$ cat src/rtl/core/psd3d_pkg.sv
// ----------------------------------------------------------------------------
// Point to segment distance package
// Shared result width, case codes and the tag that travels with each item.
// ----------------------------------------------------------------------------
package psd3d_pkg;

   localparam int DIST_BITS = 25;

   typedef logic [1:0] case_type;

   localparam case_type CASE_DEGEN    = 2'd0;
   localparam case_type CASE_NEAR_A   = 2'd1;
   localparam case_type CASE_NEAR_B   = 2'd2;
   localparam case_type CASE_INTERIOR = 2'd3;

   typedef struct packed {
      logic     sat;
      case_type kase;
   } tag_type;

endpackage

$ cat src/rtl/core/psd3d_sqrt.sv
// ----------------------------------------------------------------------------
// Pipelined integer square root
// One root bit per stage, digit by digit, rounded down.
// ----------------------------------------------------------------------------
module psd3d_sqrt
   import psd3d_pkg::*;
#(
   parameter int QB = 50
) (
   input  logic            clock,
   input  logic            reset,
   input  logic            en,
   input  logic            in_valid,
   input  tag_type         in_tag,
   input  logic [QB-1:0]   rad,
   output logic            out_valid,
   output tag_type         out_tag,
   output logic [QB/2-1:0] root
);

   localparam int RB = QB / 2;
   localparam int XW = QB + 1;

   logic [RB:0]   v_ff;
   tag_type       tag_ff [RB+1];
   logic [XW-1:0] x_ff   [RB+1];
   logic [RB-1:0] r_ff   [RB+1];

   always_ff @(posedge clock) begin
      if (reset) begin
         v_ff[0] <= 1'b0;
      end else if (en) begin
         v_ff[0] <= in_valid;
      end
   end

   always_ff @(posedge clock) begin
      if (en) begin
         tag_ff[0] <= in_tag;
         x_ff[0]   <= XW'(rad);
         r_ff[0]   <= '0;
      end
   end

   for (genvar k = 0; k < RB; k++) begin : g_stage
      localparam int B = RB - 1 - k;
      logic [XW-1:0] step;
      logic          take;
      logic [RB-1:0] r_in;

      assign step = (XW'(r_ff[k]) << (B + 1)) | (XW'(1) << (2 * B));
      assign take = x_ff[k] >= step;

      always_comb begin
         r_in    = r_ff[k];
         r_in[B] = take;
      end

      always_ff @(posedge clock) begin
         if (reset) begin
            v_ff[k+1] <= 1'b0;
         end else if (en) begin
            v_ff[k+1] <= v_ff[k];
         end
      end

      always_ff @(posedge clock) begin
         if (en) begin
            tag_ff[k+1] <= tag_ff[k];
            x_ff[k+1]   <= take ? x_ff[k] - step : x_ff[k];
            r_ff[k+1]   <= r_in;
         end
      end
   end

   assign out_valid = v_ff[RB];
   assign out_tag   = tag_ff[RB];
   assign root      = r_ff[RB];

endmodule

$ cat config.mk
export PLATFORM = sky130hd
export DESIGN_NAME = psd3d_sqrt
export DESIGN_NICKNAME = d
export VERILOG_FILES = /design/src/rtl/core/psd3d_pkg.sv /design/src/rtl/core/psd3d_sqrt.sv
export SDC_FILE = /design/constraint.sdc
export NUM_CORES = 2
export LEC_CHECK = 0
export BUFFER_PORTS_ARGS = -buffer_cell sky130_fd_sc_hd__buf_2
export CORE_ASPECT_RATIO = 0.6
export CORE_MARGIN = 3
export CORE_UTILIZATION = 63
export CTS_CLUSTER_DIAMETER = 150
export CTS_CLUSTER_SIZE = 30
export DETAILED_ROUTE_END_ITERATION = 8
export GPL_ROUTABILITY_DRIVEN = 0
export PLACE_DENSITY_LB_ADDON = 0.15
export REMOVE_ABC_BUFFERS = 1
export SETUP_SLACK_MARGIN = 0.05
export SLEW_MARGIN = 20
export SYNTH_ARGS = -nofsm -noshare
export SYNTH_HDL_FRONTEND = slang
export SYNTH_SLANG_ARGS = --single-unit
$ cat constraint.sdc
create_clock -name clock -period 4.39 [get_ports clock]
set_input_delay 0 -clock clock [delete_from_list [all_inputs] [get_ports clock]]
set_output_delay 0 -clock clock [all_outputs]
set_load 0.02 [all_outputs]
; ---- Word-level counts from Yosys, hierarchy flattened
; Memory sizes are Yosys's and may differ from the RTL's.
; Cells that the tools add are included.
; W data, S select, Z words.
[word_totals]
regBits = 26
latch_bits = 0
ramBits = 2054
mem_bits_ro = 0
input_bits = 57
out_inout_bits = 29
wordCells = 106
n_memories = 3
[mem_list]
columns = name, depth, width, read_ports, rd_clocked_by_memory_dff, wr, line_no
row1 = x_ff, 26, 51, 25, 0, 26, psd3d_sqrt.sv:26  ; logic [XW-1:0] x_ff [RB+1];
row2 = r_ff, 26, 25, 26, 0, 26, psd3d_sqrt.sv:27  ; logic [RB-1:0] r_ff [RB+1];
row3 = tag_ff, 26, 3, 26, 0, 26, psd3d_sqrt.sv:25  ; tag_type tag_ff [RB+1];
[classes]
n_addsub = 25
mul = 0
div_mod_pow = 0
order_cmp = 25
eq_ne = 0
n_shift = 0
mux = 27
n_bitwise = 0
reduce_logical = 0
[op_table]
columns = op, count
row1 = $mux W51, 25
row2 = $ge A51 B26 Y1, 1
row3 = $ge A51 B27 Y1, 1
row4 = $ge A51 B28 Y1, 1
row5 = $ge A51 B29 Y1, 1
row6 = $ge A51 B30 Y1, 1
row7 = $ge A51 B31 Y1, 1
row8 = $ge A51 B32 Y1, 1
row9 = $ge A51 B33 Y1, 1
row10 = $ge A51 B34 Y1, 1
row11 = $ge A51 B35 Y1, 1
row12 = $ge A51 B36 Y1, 1
row13 = $ge A51 B37 Y1, 1
row14 = $ge A51 B38 Y1, 1
row15 = $ge A51 B39 Y1, 1
row16 = $ge A51 B40 Y1, 1
row17 = $ge A51 B41 Y1, 1
row18 = $ge A51 B42 Y1, 1
row19 = $ge A51 B43 Y1, 1
row20 = $ge A51 B44 Y1, 1
row21 = $ge A51 B45 Y1, 1
row22 = $ge A51 B46 Y1, 1
row23 = $ge A51 B47 Y1, 1
row24 = $ge A51 B48 Y1, 1
row25 = 28 further kinds, 29

; ---- Longest topological paths before layout
; An unclocked memory read counts as a cell.
[logic_depth]
word_depth = 3
depth_mapped = 13
mapped_depth_nobuf = 12

; ---- Worst setup path after synthesis
; Ideal clock, no wire load.
[synth_path]
kind = flip-flop to flip-flop
from = mem x_ff[1][283] (netlist bit)
to = mem x_ff[1][353] (netlist bit) (data pin)
setup_ns = 0.258
t_arrival_ns = 3.123
t_required_ns = 4.132
slack_ns = 1.009
path_stages_with_launch = 13
path_buffers = 3
period_less_slack_ns = 3.381
path_cell_list = edfxtp_1 -> ha_1 -> clkbuf_1 -> or4b_2 -> or4_1 -> nor4_1 -> nor3_1 -> o31a_1 -> buf_2 -> a211oi_1 -> buf_2 -> nand4b_1 -> xnor2_1
[synth_rtl]
columns = item, line_no
row1 = from (decl), psd3d_sqrt.sv:26

==> results.json <==
{
  "criticalPathCategory": "register to register",
  "final_antenna_net_count": 0,
  "cts_tree": "done",
  "num_vias": 49400,
  "drt_iter0_markers": 6229,
  "root_buffer": "clkbuf_16",
  "crit_buf_inv": 0,
  "crit_family": "compound AO/OA/AOI/OAI gates",
  "areaGrowthSynthToFinish_pct": 7.19,
  "hold_path_class": "input port to register",
  "cts_buffers": 66,
  "fin_nets": 6622,
  "synth_top_area_share_pct": 64.0,
  "place_hpwl_mm": 124,
  "ys.flop_type": "edfxtp_1",
  "reg2reg_setup_slack_ns": 0.54,
  "yosysMostFrequentCell": "edfxtp_1",
  "antenna_cells": 0,
  "irDropWorstVdd_uv": 309,
  "post_drt_wl_per_cell_um": 21.9,
  "cpMaxStageDelayCell": "a2111oi_4",
  "p_total_mw": 36.5,
  "rsz0062_at_grt": "no",
  "end_kind": "register",
  "avgViaCountPerCell": 6.25,
  "cts_max_level": 3,
  "ys_types": 95,
  "clock.fmax_ghz": 0.259,
  "maxCapViolations": 0,
  "slew_headroom_pct": 32.0,
  "grt_pass1_vias": 45100,
  "antenna_found_initial": 2,
  "synth_area_leader_cell": "edfxtp_1",
  "netlist_top_cells_area": "edfxtp_1 64%, ha_1 5.5%, xor2_1 3.0%",
  "die_h_um": 280,
  "grt_pass1_wl_mm": 266,
  "yosysWarnings": 0,
  "grt-ovfl-total": 0,
  "dieArea_mm2": 0.129,
  "clk_latency_ns": 0.73,
  "synth_common_cells": "1677 x edfxtp_1, 424 x inv_1, 379 x nand2_1",
  "fin_skew_ns": 0.0272,
  "ios": 86,
  "cp_cell_sequence": "ha_1 > or3_1 > o22a_1 > o2111a_1 > a211oi_1 > o21bai_1 > a2111oi_4 > nor4bb_1 > xor2_1",
  "grt_max_degree": 170,
  "dieWidth_um": 462,
  "crit_fanout": 9,
  "setup_viol": 0,
  "fill_cells": 8304,
  "core_area_mm2": 0.123,
  "hold_violations": 0,
  "start_util_pct": 64.1,
  "synth.avg_cell_area_um2": 13.1,
  "clk_pin_slew_worst_paths_ns": 0.11,
  "synth-seq-cells": 1703,
  "slowest_delay_ns": 0.67,
  "status": "finished, final reports clean",
  "place_area_mm2": 0.0815,
  "io_buffers": 85,
  "mappedNetlistArea_mm2": 0.0787,
  "final_cell_area_mm2": 0.0844,
  "yosysSeqAreaShare_pct": 64.6,
  "period_needed_ns": 3.85,
  "period_share_pct": 87.8,
  "synthCells": 6013,
  "dr.pass1.iters": 9,
  "slew_viol_final": 0,
  "rows": 99,
  "synthArstFlopShare_pct": 0,
  "worstPathRequired_ns": 4.84,
  "layout-drive-gt1-share_pct": 5.63,
  "power.leakage_nw": 31.4,
  "tightest_slew_ns": 1.02,
  "grtUsageTotal_pct": 26.5,
  "route.detailed.drc": 0,
  "clock_path_buffers": 3,
  "routed_wl_mm": 173,
  "power_density_mw_per_mm2": 432,
  "clock-sinks": 1703,
  "start_kind": "register",
  "synth-edff-count": 1677,
  "cp.arrival_ns": 4.30
}
## where the power goes
group	switching (mW)	internal, mW
registers	1.50	20.1
clock network	4.71	2.87
logic	4.26	2.99
total	10.5	26.0
## through the flow
| step | TNS, ns | hold slack (ns) | util, % | std cells | setup WS, ns |
|---|---|---|---|---|---|
| 6_report | 0 | 0.0296 | 68.8 | 7901 | 0.536 |
| 5_1_grt | 0 | 0.00374 | 68.8 | 7901 | 0.372 |
| 4_1_cts | 0 | 0.00593 | 68.7 | 7900 | 0.626 |
| 3_5_place_dp | 0 | 0.178 | 66.4 | 7711 | 0.652 |
| 3_3_place_gp | 0 | 0.176 | 66.4 | 7710 | 0.407 |
| 2_1_floorplan | -46.64 | 0.0724 | - | 5894 | -1.21 |
## area by class of cell
type	count	area (µm²)	area share (%)
timing repair buffer	257	2170	2.57
multi-input combinational	3766	25800	30.6
clock buffer	77	1710	2.03
sequential	1703	50900	60.3
tap	1666	2080	2.47
clock inverter	7	121	0.144
inverter	425	1600	1.89
## sequential cells by signal (all words and copies together) (netlist names)
signal	cells
v_ff	25
tag_ff	78
r_ff	325
x_ff	1274
out_valid	1
## cells by family (layout without fill, tap and decap cells)
kind of cell | count (synthesis) | after routing | share of synthesized area, %
other | 1 | 1 | 0.00476
buffers and inverters | 544 | 766 | 2.67
muxes | 85 | 85 | 1.18
and+or+nand+nor | 1740 | 1740 | 11.6
xor gates and xnor gates | 542 | 542 | 6.03
AOI/OAI and AO/OA | 1052 | 1052 | 8.39
DFF | 1703 | 1703 | 64.6
adders and majority gates | 346 | 346 | 5.50
## final timing paths
kind | depth (start not counted) | from | endpoint
setup / recovery | 9 | x_ff[1][313] | x_ff[1][402]
hold / removal | 2 | rad[28] | x_ff[0][28]
setup reg to reg | 9 | x_ff[1][313] | x_ff[1][402]
hold reg to reg | 0 | tag_ff[14][1] | tag_ff[15][1]
## metal layers
metal	global-route usage [%]	part of all wire, %
met5	0	0.0064
met4	3.92	1.4
met3	5.43	11
met2	36.2	40
met1	44.3	48
## repair_timing
item / 4_1_cts / 5_1_grt
hold buffers: 105 / 1
buffers inserted: 0 / 0
gates resized for setup: 0 / 0
setup endpoints to repair: 0 / 0
hold endpoints to repair: 164 / 1
## layout by cell type (no fill, tap or decap), types with 36 or more instances in the layout
cell and n:
clkbuf_16 67, nor4_1 196, mux2i_1 36, nand3_1 96
nor2_1 367, buf_2 84, nor3_1 167, xor2_1 274
inv_1 424, buf_4 52, nor4b_1 37, nor2b_1 45
dlygate4sd3_1 106, or3_1 65, o21a_1 66, mux2_2 44
o21ai_0 283, nand4_1 82, or4_1 48, ha_1 346
xnor2_1 268, nand2_1 379, edfxtp_1 1677, a21oi_1 307
nand2b_1 60, a21o_1 120
No activity file was read; power rests on OpenSTA's default activity.
